**config.mk**
```make
export PLATFORM = sky130hd
export DESIGN_NAME = lsf_ram
export DESIGN_NICKNAME = d
export VERILOG_FILES = /design/src/hdl/lsf_ram.sv
export SDC_FILE = /design/constraint.sdc
export NUM_CORES = 2
export LEC_CHECK = 0
export BUFFER_PORTS_ARGS = -buffer_cell sky130_fd_sc_hd__buf_2
export CAP_MARGIN = 20
export CORE_ASPECT_RATIO = 1.5
export CORE_MARGIN = 5
export CORE_UTILIZATION = 48
export DETAILED_ROUTE_END_ITERATION = 10
export HOLD_SLACK_MARGIN = 0.06
export PLACE_DENSITY_LB_ADDON = 0.3
export SYNTH_ARGS = -nofsm -noshare
export SYNTH_HDL_FRONTEND = slang
export SYNTH_SLANG_ARGS = --single-unit
```
**constraint.sdc**
```tcl
create_clock -name clk -period 10.51 [get_ports clk]
set_input_delay 2.6275 -clock clk [delete_from_list [all_inputs] [get_ports clk]]
set_output_delay 2.6275 -clock clk [all_outputs]
set_load 0.01 [all_outputs]
```
**src/hdl/lsf_ram.sv**
```systemverilog
// Generic single-write, single-read RAM with registered read data.
module lsf_ram #(
    parameter int WIDTH = 64,
    parameter int DEPTH = 64
) (
    input  logic                     clk,
    input  logic                     we,
    input  logic [$clog2(DEPTH)-1:0] waddr,
    input  logic [WIDTH-1:0]         wdata,
    input  logic [$clog2(DEPTH)-1:0] raddr,
    output logic [WIDTH-1:0]         rdata
);

    logic [WIDTH-1:0] mem [DEPTH];
    logic [WIDTH-1:0] rdata_reg;

    always_ff @(posedge clk)
    begin
        if (we)
        begin
            mem[waddr] <= wdata;
        end
        rdata_reg <= mem[raddr];
    end

    assign rdata = rdata_reg;

endmodule

```
Word level (Yosys, flattened, before mapping)

Memory sizes are Yosys's and may differ from the RTL's. A register that Yosys moved wholly into a read port is not among the register bits.
Index checks and enable logic that the tools add are counted.

Register bits: 0
RAM bits: 4096
Input port bits: 78
Logic and storage cells: 3
Memories: 1

Memory list:

| name | depth | bits a word | read ports | clocked after memory_dff | wr ports | line | source |
|---|---|---|---|---|---|---|---|
| mem  | 64    | 64          | 1          | 1                        | 1        | 14   | `logic [WIDTH-1:0] mem [DEPTH];` |

Multiplexer cells: 2

Operators by type and width:

| kind              | number |
|---|---|
| 1-bit two-way mux | 2 |

Longest topological paths before layout

Depth after elaboration: 2
Mapped depth: 9
Depth with buffers taken out: 5

Least setup slack after synthesis

Ideal clock, no wire load.

Kind: in2reg
From: in waddr[3]
To: mem mem[48][0] (enable)
Setup time: 564 ps
Data arrival time: 7499 ps
Required time: 9946 ps
Path slack: 2447 ps
Stages: 4
Cells stage by stage: clkbuf_1 -> nor2b_1 -> nand4b_1 -> nor3_1

RTL lines:

| item        | line | source |
|---|---|---|
| from (decl) | 8    | `input logic [$clog2(DEPTH)-1:0] waddr,` |
| to (decl)   | 14   |  |

No word-level cell before the write port.

==> reports/metrics.yaml <==
sta:
  tightestPinTransition_ps: 1320
  slew_headroom_pct: 11.7
  period_share_pct: 51.8
  fin_crit_ps: 5440
  setup_violations: 0
  rsz0062_at_grt: "no"
  final.setup.tns_ps: 0
  hold_slack_ps: 842
  clock.fmax_mhz: 184
  drv_slew: 0
  skew_ps: 45.0
  finalHoldViolCount: 0
route:
  drtPass1Iterations: 5
  avgViaCountPerCell: 6.49
  vias: 74800
  drcViolationCount: 0
  routed_wl_um: 423000
  drtIter0Drc: 9197
  postRouteAntennaNets: 0
  routedWlPerCell_um: 36.7
floorplanning:
  ios: 142
  core_um2: 324000
  die_area_um2: 337000
  die_h_um: 709
  initial_core_util_pct: 48.2
  fp.dieW_um: 476
  std_cell_rows: 256
setup_path:
  cp-start-kind: "input pin"
  end_kind: "flop"
  cp_max_fo: 98
  crit_type: "input pin to flop"
  worst-r2r-setup-slack_ps: 8210
  r2r_cells: 5
  arrival_ps: 6260
  required_ps: 11330
grt:
  antenna_found_initial: 11
  grt-ovfl-total: 0
  grt_pass1_vias: 76700
  grt_max_degree: 122
  grt_usage_pct: 25.1
  grt_pass1_wl_um: 594000
layout:
  nets: 7033
  area.growth.synth_to_final_pct: 12.3
  final_cells: 11500
  num-fill-cells: 23900
  layout-drive-gt1-share_pct: 28.0
  largest_reg_flops: 4096
  final_area_um2: 176000
yosys:
  ys_seq_area_share_pct: 79.5
  synth_seq_cells: 4160
  yosys_warnings: 0
  synth_edf_count: 4096
  ys_async_sr_fraction_pct: 0
  synth_cells: 6598
  synthFlopType: "edfxtp_1"
  synth_cell_type_count: 33
  syn_area_um2: 156000
  avgSynthCellArea_um2: 23.7
  syn-num-nets: 6676
power_and_ir_drop:
  swShare_pct: 20.7
  p_sw_mw: 7.00
  combinationalPowerShare_pct: 4.7
  power_mw: 33.8
  powerDensity_nw_per_um2: 192
  p_leak_nw: 54.5
  ir_drop_mv: 0.149
  p_int_mw: 26.8
  p_clk_share_pct: 40.8
  seqPwrFrac_pct: 54.6
clock_network:
  cts.repair.resized: 0
  clk_latency_ps: 920
  clk_pin_slew_ps: 70
  post_cts_buffers: 0
  htree_levels: 5
  root_buffer: "clkbuf_16"
  cts_num_sinks: 4160
  cts_buffers: 361
  ctsHoldBuffers: 0
  cts_tree: "done"
  clockBufferDepth: 4
min_path:
  hp-class: "flop to flop"
  hold_depth: 4
placement:
  hpwl_um: 229000
  io_buffers: 141
  finalWeightedCongestion: 0.789
  placed_cell_area_um2: 163000
  dp.cells: 10800
flow_run:
  cap_violations: 0
run_status:
  outcome: "complete, no violations"
-- power groups by stage --
stage	logic (mW)	clock network [mW]	registers (mW)
finish	1.57	13.8	18.4
global route	1.66	14.6	18.4
CTS	1.56	14.0	18.5
detailed placement	1.56	0	18.8
global placement	1.53	0	18.8
floorplan	0.855	0	18.8
-- through the flow --
step / util [%] / setup slack [ps]
floorplan: - / 2450
global placement: 50.3 / 4160
detailed placement: 50.3 / 4200
CTS: 54.0 / 5170
global route: 54.2 / 4880
finish: 54.2 / 5070
-- cells in the final DEF (no fill, tap or decap), types with 49 or more instances in the layout --
cell type,Yosys,final
mux4_2,1024,1024
nor2_4,0,65
a22o_1,88,88
dfxtp_1,64,64
clkinv_2,0,66
a211oi_1,63,63
clkinv_1,0,58
a22oi_1,168,168
mux2i_1,135,135
buf_2,170,138
buf_4,34,176
nand2_1,58,55
and3_1,64,64
clkbuf_16,0,372
clkbuf_1,140,70
edfxtp_1,4096,4096
o22ai_1,83,83
bufinv_16,0,49
-- cell usage after synthesis, types with 2 or more instances --
master / count / area [µm²]
edfxtp_1: 4096 / 123000
mux4_2: 1024 / 23100
buf_2: 170 / 851
a22oi_1: 168 / 1260
clkbuf_1: 140 / 526
mux2i_1: 135 / 1350
nor2_1: 112 / 420
a22o_1: 88 / 771
o22ai_1: 83 / 519
and3_1: 64 / 400
dfxtp_1: 64 / 1280
a211oi_1: 63 / 473
nand2_1: 58 / 218
nand3_1: 45 / 225
o221ai_1: 38 / 333
buf_4: 34 / 255
or3_1: 29 / 181
nor2b_1: 28 / 175
or2_2: 28 / 175
a41oi_1: 26 / 228
buf_1: 20 / 75.1
a2bb2oi_1: 19 / 166
inv_1: 19 / 71.3
a31oi_1: 18 / 113
nand2b_1: 11 / 68.8
buf_6: 6 / 67.6
and2_1: 3 / 18.8
nand3b_1: 2 / 15.0
nand4_1: 2 / 12.5
nor3_1: 2 / 10.0
-- worst paths after layout --
kind | end | startpoint
max | rdata[9] | raddr[2]
max reg2reg | rdata[19] | mem[54][19]
min reg2reg | rdata[42] | mem[39][42]
min | rdata[42] | mem[39][42]
-- routing by layer --
layer / vias to the layer above / track usage [%] / part of all wire (%)
met3: 855 / 3.86 / 7.9
met1: 40900 / 31.7 / 35
met4: 8 / 10.6 / 4.9
li1: 29100 / - / -
met5: - / 0 / 0.014
met2: 3884 / 43.4 / 52
-- logic make-up (layout without fill, tap and decap cells) --
family,after synthesis,count (layout),share of synthesized area (%)
other cells,0,11,0
mux,1159,1159,15.6
simple gates,386,386,1.24
compound gates,504,504,2.48
flops,4160,4160,79.5
buf+inv,389,1047,1.18
-- layout make-up --
cell class | count | area (µm²) | area share [%]
tap | 4257 | 5330 | 3.03
multi-input combinational | 2049 | 30800 | 17.5
antenna | 11 | 27.5 | 0.0157
clock inverter | 202 | 2280 | 1.30
timing repair buffer | 364 | 3010 | 1.71
sequential | 4160 | 124000 | 70.8
clock buffer | 462 | 9850 | 5.61
inverter | 19 | 71.3 | 0.0406
-- worst max-delay path, stage by stage --
cell and delay (ps):
buf_8 160, buf_12 390, nor2_4 680, buf_4 570
buf_4 700, a22oi_1 210, and3_1 240, a211oi_1 260
No activity file was read; power rests on OpenSTA's default activity.
