===== config.mk =====
export PLATFORM = sky130hd
export DESIGN_NAME = lsf_div
export DESIGN_NICKNAME = d
export VERILOG_FILES = /design/src/hdl/lsf_pkg.sv /design/src/hdl/lsf_div.sv
export SDC_FILE = /design/constraint.sdc
export NUM_CORES = 1
export LEC_CHECK = 0
export ABC_CLOCK_PERIOD_IN_PS = 18310
export BUFFER_PORTS_ARGS = -buffer_cell sky130_fd_sc_hd__buf_2
export CORE_AREA = 2 2 203 205
export CTS_CLUSTER_DIAMETER = 40
export CTS_CLUSTER_SIZE = 16
export DETAILED_ROUTE_END_ITERATION = 16
export DIE_AREA = 0 0 205 207
export PLACE_DENSITY = 0.83
export SLEW_MARGIN = 20
export SYNTH_ARGS = -nofsm -noshare
export SYNTH_HDL_FRONTEND = slang
export SYNTH_SLANG_ARGS = --single-unit
export TNS_END_PERCENT = 5

===== constraint.sdc =====
create_clock -name clk -period 18.31 [get_ports clk]
set_input_delay 3.662 -clock clk [delete_from_list [all_inputs] [get_ports clk]]
set_output_delay 3.662 -clock clk [all_outputs]
set_load 0.005 [all_outputs]

===== src/hdl/lsf_pkg.sv =====
// Shared types, constants and saturating Q32.32 helpers for the line fit block.
package lsf_pkg;

    localparam logic [63:0] MAG_MIN   = 64'h8000_0000_0000_0000;
    localparam logic [63:0] Q_MAX     = 64'h7FFF_FFFF_FFFF_FFFF;
    localparam logic [31:0] FORECAST_X_RESET = 32'd800000;
    localparam int          DIV_STEPS = 96;

    localparam logic [1:0] ST_OK       = 2'd0;
    localparam logic [1:0] ST_ZERO_VAR = 2'd1;
    localparam logic [1:0] ST_SAT      = 2'd2;

    typedef struct packed {
        logic signed [31:0] x_value;
        logic signed [31:0] y_value;
        logic               last_point;
    } sample_t;

    typedef struct packed {
        logic signed [63:0] slope;
        logic signed [63:0] intercept;
        logic signed [63:0] forecast_y;
        logic        [1:0]  fit_status;
    } result_t;

    // value plus saturation flag
    typedef struct packed {
        logic        sat;
        logic [63:0] val;
    } sval_t;

    // completion pulse and saturation flag from an arithmetic unit
    typedef struct packed {
        logic done;
        logic sat;
    } unit_stat_t;

    function automatic logic [63:0] mag_of(logic [63:0] a);
        return a[63] ? (~a + 64'd1) : a;
    endfunction

    function automatic sval_t from_mag(logic [63:0] mag, logic neg, logic over);
        sval_t       r;
        logic [63:0] limit;
        logic [63:0] m;
        limit = neg ? MAG_MIN : Q_MAX;
        r.sat = over || (mag > limit);
        m     = r.sat ? limit : mag;
        r.val = neg ? (~m + 64'd1) : m;
        return r;
    endfunction

    function automatic sval_t sat_add(logic [63:0] a, logic [63:0] b);
        sval_t       r;
        logic [63:0] s;
        s     = a + b;
        r.sat = (a[63] == b[63]) && (s[63] != a[63]);
        r.val = r.sat ? (a[63] ? MAG_MIN : Q_MAX) : s;
        return r;
    endfunction

    function automatic sval_t sat_sub(logic [63:0] a, logic [63:0] b);
        sval_t       r;
        logic [63:0] d;
        d     = a - b;
        r.sat = (a[63] != b[63]) && (d[63] != a[63]);
        r.val = r.sat ? (a[63] ? MAG_MIN : Q_MAX) : d;
        return r;
    endfunction

endpackage


===== src/hdl/lsf_div.sv =====
// Restoring divider, one quotient bit per cycle: (|a| << 32) / |b|, saturating.
module lsf_div import lsf_pkg::*; (
    input  logic        clk,
    input  logic        rst_n,
    input  logic        start,
    input  logic [63:0] a,
    input  logic [63:0] b,
    output logic [63:0] q,
    output unit_stat_t  stat
);

    localparam int SW = $clog2(DIV_STEPS);

    logic [95:0]   dq_reg;
    logic [63:0]   rem_reg;
    logic [63:0]   mb_reg;
    logic          neg_reg;
    logic [SW-1:0] cnt_reg;
    logic          run_reg;
    logic          fin_reg;
    logic          done_reg;
    logic          sat_reg;
    logic [63:0]   q_reg;

    logic [63:0]   mb_in;
    logic          div_zero;
    logic [64:0]   shifted;
    logic [64:0]   diff;
    logic          ge;
    sval_t         res;

    assign mb_in    = mag_of(b);
    // divide by zero gives zero, done on the next cycle
    assign div_zero = start && (mb_in == 64'd0);
    assign shifted  = {rem_reg, dq_reg[95]};
    assign diff     = shifted - {1'b0, mb_reg};
    assign ge       = !diff[64];
    // quotient above 64 bits is overflow
    assign res      = from_mag(dq_reg[63:0], neg_reg, |dq_reg[95:64]);

    always_ff @(posedge clk or negedge rst_n)
    begin
        if (!rst_n)
        begin
            run_reg  <= 1'b0;
            cnt_reg  <= '0;
            fin_reg  <= 1'b0;
            done_reg <= 1'b0;
            sat_reg  <= 1'b0;
        end
        else
        begin
            fin_reg  <= !start && run_reg && (cnt_reg == SW'(DIV_STEPS - 1));
            done_reg <= fin_reg || div_zero;
            if (start)
            begin
                cnt_reg <= '0;
                run_reg <= !div_zero;
            end
            else if (run_reg)
            begin
                cnt_reg <= cnt_reg + SW'(1);
                if (cnt_reg == SW'(DIV_STEPS - 1))
                begin
                    run_reg <= 1'b0;
                end
            end
            if (fin_reg)
            begin
                sat_reg <= res.sat;
            end
            else if (div_zero)
            begin
                sat_reg <= 1'b0;
            end
        end
    end

    always_ff @(posedge clk)
    begin
        if (start)
        begin
            dq_reg  <= {mag_of(a), 32'd0};
            rem_reg <= 64'd0;
            mb_reg  <= mb_in;
            neg_reg <= a[63] ^ b[63];
        end
        else if (run_reg)
        begin
            rem_reg <= ge ? diff[63:0] : shifted[63:0];
            dq_reg  <= {dq_reg[94:0], ge};
        end
        if (fin_reg)
        begin
            q_reg <= res.val;
        end
        else if (div_zero)
        begin
            q_reg <= 64'd0;
        end
    end

    assign q         = q_reg;
    assign stat.done = done_reg;
    assign stat.sat  = sat_reg;

endmodule


Yosys cells after proc, flatten, opt, wreduce, memory -nomap -nowiden
Index checks and enable logic that the tools add are counted.
- bits in registers: 300
- input port bits: 131
- output and inout bits: 66
- bits in writable memories: 0
- memories kept: 0
- ROM bits: 0
- bits in latches: 0
- bitwise operators: 4
- reduce and logical (&&, ||, !) cells: 12
- shift operators: 0
- multiplexer cells: 17
- equal/unequal tests: 1
- $mul: 0
- $lt $le $gt $ge: 1
- add/subtract/negate cells: 5
- div/mod/pow operators: 0
- operators with widths (kind ; count):
    $mux 64 ; 8
    $add 64x1->64 const B ; 3
    $mux 96 ; 2
    $not 64->64 ; 3
    $sub 65x64->65 ; 1
    $gt 64x64->1 ; 1
    $logic_not 64->1 ; 1
    $reduce_or 32->1 ; 1
    $mux 7 ; 2
    $add 7x1->7 const B ; 1
    $eq 7x7->1 const B ; 1
    $mux 1 ; 5
    $reduce_bool 2->1 ; 2
    $logic_and 1x1->1 ; 3
    $logic_not 1->1 ; 3
    $logic_or 1x1->1 ; 2
    $xor 1x1->1 ; 1

Logic depth before layout (Yosys ltp)
Gate-level depths: netlist of run 1.
- depth after elaboration: 8
- mapped depth: 25
- depth with buffers taken out: 20

Worst setup path before layout of run 1
No wires, ideal clock.
- path kind: in2reg
- start point: input port b[18]
- end point: register q_reg[0], in the netlist q[0], enable pin
- slack: 9031 ps
- path buffers: 5
- cell stages on the path: 16
- data arrival time: 8853 ps
- cell sequence: buf_2 > or3_1 > clkbuf_1 > or4_4 > buf_6 > or4_4 > buf_6 > or4_4 > buf_6 > o21ai_2 > xnor2_1 > or4_1 > nor4_2 > nand4_1 > nor4_2 > or2_1
- cells in the longest elaborated chain, start to end: 6
- ends and longest elaborated chain (item ; line ; source):
    start: declaration ; lsf_div.sv:7 ; input logic [63:0] b,
    $not 64->64 ; lsf_pkg.sv:39 ; return a[63] ? (~a + 64'd1) : a;
    $add 64x1->64 ; lsf_pkg.sv:39 ;
    $mux 64 ; lsf_pkg.sv:39 ;
    net mb_in[60] ; lsf_div.sv:25 ; logic [63:0] mb_in;
    $logic_not 64->1 ; lsf_div.sv:34 ; assign div_zero = start && (mb_in == 64'd0);
    $logic_and 1x1->1 ; lsf_div.sv:34 ;
    $reduce_bool 2->1 (no source line) ; - ;
    end signal: assignment ; lsf_div.sv:95 ; q_reg <= res.val;
    end: declaration ; lsf_div.sv:23 ; logic [63:0] q_reg;
The timed path passes the listed nets, and every way through them passes these cells.
A chain may end at the register's enable or synchronous reset.

Worst setup path after layout of run 1
- start point: input port b[5]
- end point: register q_reg[45], in the netlist q[45], enable pin
Same word-level chain as after synthesis.

==> impl_metrics.yaml, run 1 <==
run_status:
  status: "finished, final reports clean"
synthesis:
  ys.flop_type: "edfxtp_1"
  synth_top_area_share_pct: 26.5
  synth_edf_count: 193
  yosys_register_bits: 300
  postSynth.asyncResetShare_pct: 3.67
  syn_area_um2: 21800
  ys_seq_area_share_pct: 36.6
  yosys_warnings: 0
  yosysUniqueCellTypes: 78
  synthCells: 2524
  synthTopCellsByArea: "edfxtp_1 27%, dfxtp_1 8.8%, ha_1 7.6%"
  synthesis.nets: 2788
  synth_largest_area_cell: "edfxtp_1"
  syn_area_per_cell_um2: 8.65
pwr:
  powerDensity_nw_per_um2: 79.6
  power_mw: 1.97
  leakagePower_nw: 9.85
  vdd_ir_drop_max_uv: 76.8
route:
  wl_per_cell_um: 19.2
  ant_nets: 0
  wl_um: 61900
  drc: 0
  routed_via_density: 6.32
  num_vias: 20300
  drt_iter0_markers: 1727
  firstDrtPassIters: 5
clocking:
  clk_latency_ps: 580
  h-tree-depth: 2
  cts_setup_buffers: 0
  clock-sinks: 300
  cts_tree: "yes"
  path_clk_slew_ps: 60
  numCtsBuffers: 44
  cts_resized: 0
  ctsLongestPathBuffers: 3
  hold_buffers: 0
  clk_root_buffer_cell: "clkbuf_16"
critical_path:
  cp-start-kind: "input pin"
  rr_endpoint: "q[62]"
  end_kind: "register"
  regToRegSetupSlack_ps: 10700
  worst_path_largest_cell_delay_ps: 710
  worstPathArrival_ps: 8870
  critPathRequiredTime_ps: 18520
  reg2reg_from: "neg_reg"
  cp_max_fo: 65
  startpoint: "b[5]"
  path_cells: "buf_2, nor4_1, nand4_1, or4_4, or4_4, o21ai_2, xnor2_1, or4_1, nor4_2, nand4_1, nor4_2, or2_2, buf_4"
  critPathKind: "input pin to register"
  reg2reg_depth: 23
  cpMaxStageDelayCell: "or4_4"
global_routing:
  grt_pass1_wl_um: 100000
  gr-total-overflow: 0
  grtUsageTotal_pct: 28.7
  grt_pass1_vias: 19400
  grt_max_degree: 76
  grt_antenna_before_repair: 1
final_layout:
  nets: 2913
  nFillCells: 3458
  layout-drive-gt1-share_pct: 12.4
  final_common_cell: "nand2_1"
  area_growth_pct: 13.3
  largest_reg_flops: 96
  mostFrequentLayoutCells: "296 x nand2_1, 227 x nor2_1, 195 x buf_2, 193 x edfxtp_1, 180 x a21oi_1"
hold_path:
  hold_depth: 2
  min_to: "rem_reg[48]"
  min-delay-start: "rem_reg[48]"
  hold_path.class: "register to register"
sta:
  fin_tns_setup_ps: 0
  fin_ws_ps: 9650
  tightest_slew_ps: 1020
  fmax_mhz: 115
  timing.slew.headroom_pct: 31.7
  post-route-period-util_pct: 47.3
  skew_ps: 26.7
  setup_viol: 0
  fin_crit_ps: 8660
  final-hold-violation-count: 0
  rsz0062_at_grt: "false"
  slew_violations: 0
floorplanning:
  die_area_um2: 42400
  start_util_pct: 54.1
  dieWidth_um: 205
  core_um2: 40400
  num_rows: 74
  ios: 197
  die_h_um: 207
placed_design:
  place.gp.congestion: 0.972
  io_buffers: 196
  dpl.hpwl_um: 45000
  place_ws_ps: 9110
job:
  drv_cap: 0
## power by group
group          switching (mW)  internal, mW
registers              0.0360         0.760
logic                   0.178         0.112
clock network           0.363         0.521
total                   0.577          1.39
## worst max path at each step
| stage | endpoint | slack [ps] | cells after the start |
|---|---|---|---|
| detailed placement | q[57] | 9110 | 13 |
| floorplan | q[0] | 9030 | 16 |
| global route | q[45] | 9240 | 13 |
| finish | q[45] | 9650 | 13 |
| CTS | q[45] | 9700 | 13 |
| global placement | q[49] | 9330 | 13 |
## synthesized netlist by cell type (all sizes together) (7+ instances only)
cell	number
and3	8
nand3	36
nand2b	22
o311ai	7
a221oi	7
o41ai	23
ha	132
o211ai	19
dfrtp	11
buf	18
nand4	38
a32oi	7
inv	104
nor2b	13
a311oi	46
mux2i	38
o21bai	14
or4	34
a31oi	44
o31ai	49
xor2	49
dfxtp	96
nor4	43
a22o	62
edfxtp	193
a211oi	16
a21o	44
nand2	296
or2	12
o21ai	152
o21a	17
nor2	227
clkbuf	121
xnor2	147
a21oi	180
nor3	65
or3	48
## per-stage QoR
stage | cell area [um^2] | util [%] | hold slack (ps) | std cells
floorplan | 21800 | - | 453 | 2524
global placement | 23100 | 57.3 | 474 | 3135
detailed placement | 23100 | 57.3 | 479 | 3135
CTS | 24700 | 61.3 | 489 | 3217
global route | 24700 | 61.3 | 513 | 3218
finish | 24700 | 61.3 | 490 | 3218
## kinds of logic (layout without fill, tap and decap cells)
kind of cell,after synthesis,count (layout),share of synthesized area [%]
xor+xnor,196,196,7.86
flops,300,300,36.6
fa+ha+maj,133,133,7.66
simple gates,873,873,19.0
other cells,0,1,0
buf+inv,244,405,4.34
mux,40,40,1.85
compound gates,738,738,22.6
## critical path, delay by kind of cell
kind,cells,cell delay (ps)
simple gates,9,4150
compound gates,1,170
buf+inv,2,730
xor+xnor,1,90
## cell type report
class,count,area [um^2],share of cell area (%)
antenna,1,2.50,0.0101
clock buffer,48,1180,4.77
clock inverter,34,427,1.72
inverter,105,394,1.59
multi-input combinational,1980,12900,52.2
sequential,300,8000,32.3
tap,532,666,2.69
timing repair buffer,218,1150,4.66
## per-layer routing
metal  vias to the layer above  global-route usage, %  part of all wire, %
li1                       9714                      -                    -
met1                      9585                   39.1                   43
met2                       874                   46.6                   46
met3                       150                   3.23                  6.8
met4                         0                   11.4                  3.6
met5                         -                      0                    0
No activity file was read; power rests on OpenSTA's default activity.
==> run 2, diff against run 1 <==
Settings changed: ABC_CLOCK_PERIOD_IN_PS 18310 to 8600.
Clock period 18.31 ns to 8.6 ns, I/O delays scaled along.
==> run 2 against run 1 <==
Effect of this change: register-to-register slack worse by 9100 ps; die area stayed put; utilization down 0.22 points; clock skew up 4.6 ps; first-iteration DRC count down 0.35%; sequential power is 110% higher; critical endpoint is now q[62]; worst setup slack got worse by 8000 ps; clock-buffer cell count grew 1; highest routed layer unchanged; combinational power rose by 110%; largest cell class unchanged.
==> impl_metrics.yaml, run 2 (synthesis gave the netlist of run 1 again) <==
job:
  drv_cap: 0
sta:
  holdWs_ps: 486
  skew_ps: 31.3
  slew_violations: 0
  setup_viol: 0
  fin_ws_ps: 1620
  final-hold-violation-count: 0
  fin_tns_setup_ps: 0
  tightest_slew_ps: 1020
  fin_crit_ps: 6980
  timing.slew.headroom_pct: 31.8
  rsz0062_at_grt: "false"
  post-route-period-util_pct: 81.1
  fmax_mhz: 143
placed_design:
  dpl.hpwl_um: 45000
  io_buffers: 196
  place_ws_ps: 1370
  place.gp.congestion: 0.982
clocking:
  cts_tree: "yes"
  clock-sinks: 300
  clk_root_buffer_cell: "clkbuf_16"
  ctsLongestPathBuffers: 3
  cts_setup_buffers: 0
  cts_resized: 0
  h-tree-depth: 2
  hold_buffers: 0
  numCtsBuffers: 44
  path_clk_slew_ps: 60
  clk_latency_ps: 590
critical_path:
  critPathRequiredTime_ps: 8930
  cp_max_fo: 127
  regToRegSetupSlack_ps: 1620
  reg2reg_depth: 20
  cp-start-kind: "register"
  reg2reg_from: "neg_reg"
  startpoint: "neg_reg"
  end_kind: "register"
  worstPathArrival_ps: 7300
  rr_endpoint: "q[62]"
  critPathKind: "register to register"
pwr:
  leakagePower_nw: 9.80
  vdd_ir_drop_max_uv: 130
  power_mw: 4.11
  powerDensity_nw_per_um2: 167
hold_path:
  hold_depth: 2
  min-delay-start: "rem_reg[20]"
  hold_path.class: "register to register"
  min_to: "rem_reg[21]"
floorplanning:
  num_rows: 74
  die_h_um: 207
  start_util_pct: 54.1
  die_area_um2: 42400
  ios: 197
  dieWidth_um: 205
  core_um2: 40400
run_status:
  status: "finished, final reports clean"
global_routing:
  grt_pass1_wl_um: 100000
  gr-total-overflow: 0
  grtUsageTotal_pct: 28.8
  grt_pass1_vias: 19300
  grt_max_degree: 169
  grt_antenna_before_repair: 0
final_layout:
  area_growth_pct: 12.9
  layout-drive-gt1-share_pct: 12.3
  regArea_um2: 8000
  mostFrequentLayoutCells: "296 x nand2_1, 226 x nor2_1, 195 x buf_2, 193 x edfxtp_1, 180 x a21oi_1"
  final_common_cell: "nand2_1"
  multi_input_area_um2: 12900
  antenna_cells: 0
  largest_reg_flops: 96
  nets: 2910
  nFillCells: 3496
route:
  ant_nets: 0
  wl_um: 62300
  wl_per_cell_um: 19.4
  num_vias: 20400
  drc: 0
  firstDrtPassIters: 7
  routed_via_density: 6.34
  drt_iter0_markers: 1721
==> run 2: cell count changes in the layout (fill, tap and decap cells not counted), sizes merged <==
cell and delta:
bufinv -1, clkbuf +1, clkinv -7, buf -3, diode -1, clkinvlp +1, inv +6
==> run 2: worst max path at each step <==
stage	to	cells after the start
2_1_floorplan	q[48]	25
3_3_place_gp	q[47]	13
3_5_place_dp	q[55]	13
4_1_cts	q[62]	21
5_1_grt	q[46]	20
6_report	q[62]	20
==> run 2: layout make-up <==
cell class / instances / area share (%)
sequential: 300 / 32.4
clock buffer: 49 / 4.58
clock inverter: 33 / 1.57
inverter: 105 / 1.60
multi-input combinational: 1980 / 52.4
tap: 532 / 2.70
timing repair buffer: 215 / 4.69
==> run 2: report_power, final <==
group	internal [mW]	switching (mW)
Sequential	1.62	0.0827
Combinational	0.239	0.374
Clock	1.04	0.761
Total	2.89	1.22
==> run 2: critical path, stage by stage (launching register included) <==
cell	delay, ps
edfxtp_1	430
buf_12	280
ha_1	410
nand4_1	160
a2111o_1	410
o211ai_1	150
a211oi_1	140
nor3_1	770
o21ai_0	170
buf_4	240
o21ai_0	150
ha_1	350
nand3b_1	120
or3_1	340
or3_1	410
or4_1	600
or2_2	380
o211ai_1	520
nand2_1	210
a211o_1	270
o311a_1	120
==> run 2: layer usage <==
layer / GRT usage [%] / up-vias / share of wire (%)
li1: - / 9704 / -
met1: 38.5 / 9617 / 42
met2: 47.7 / 921 / 47
met3: 3.48 / 141 / 7.2
met4: 11.0 / 0 / 3.2
met5: 0 / - / 0
==> run 2: stage by stage <==
| stage | area [um^2] | instances | utilization [%] |
|---|---|---|---|
| after CTS | 24600 | 3214 | 61.1 |
| after floorplan | 21800 | 2524 | - |
| after global routing | 24600 | 3214 | 61.1 |
| final | 24600 | 3214 | 61.1 |
| after detailed placement | 23100 | 3132 | 57.3 |
| after global placement | 23100 | 3132 | 57.3 |
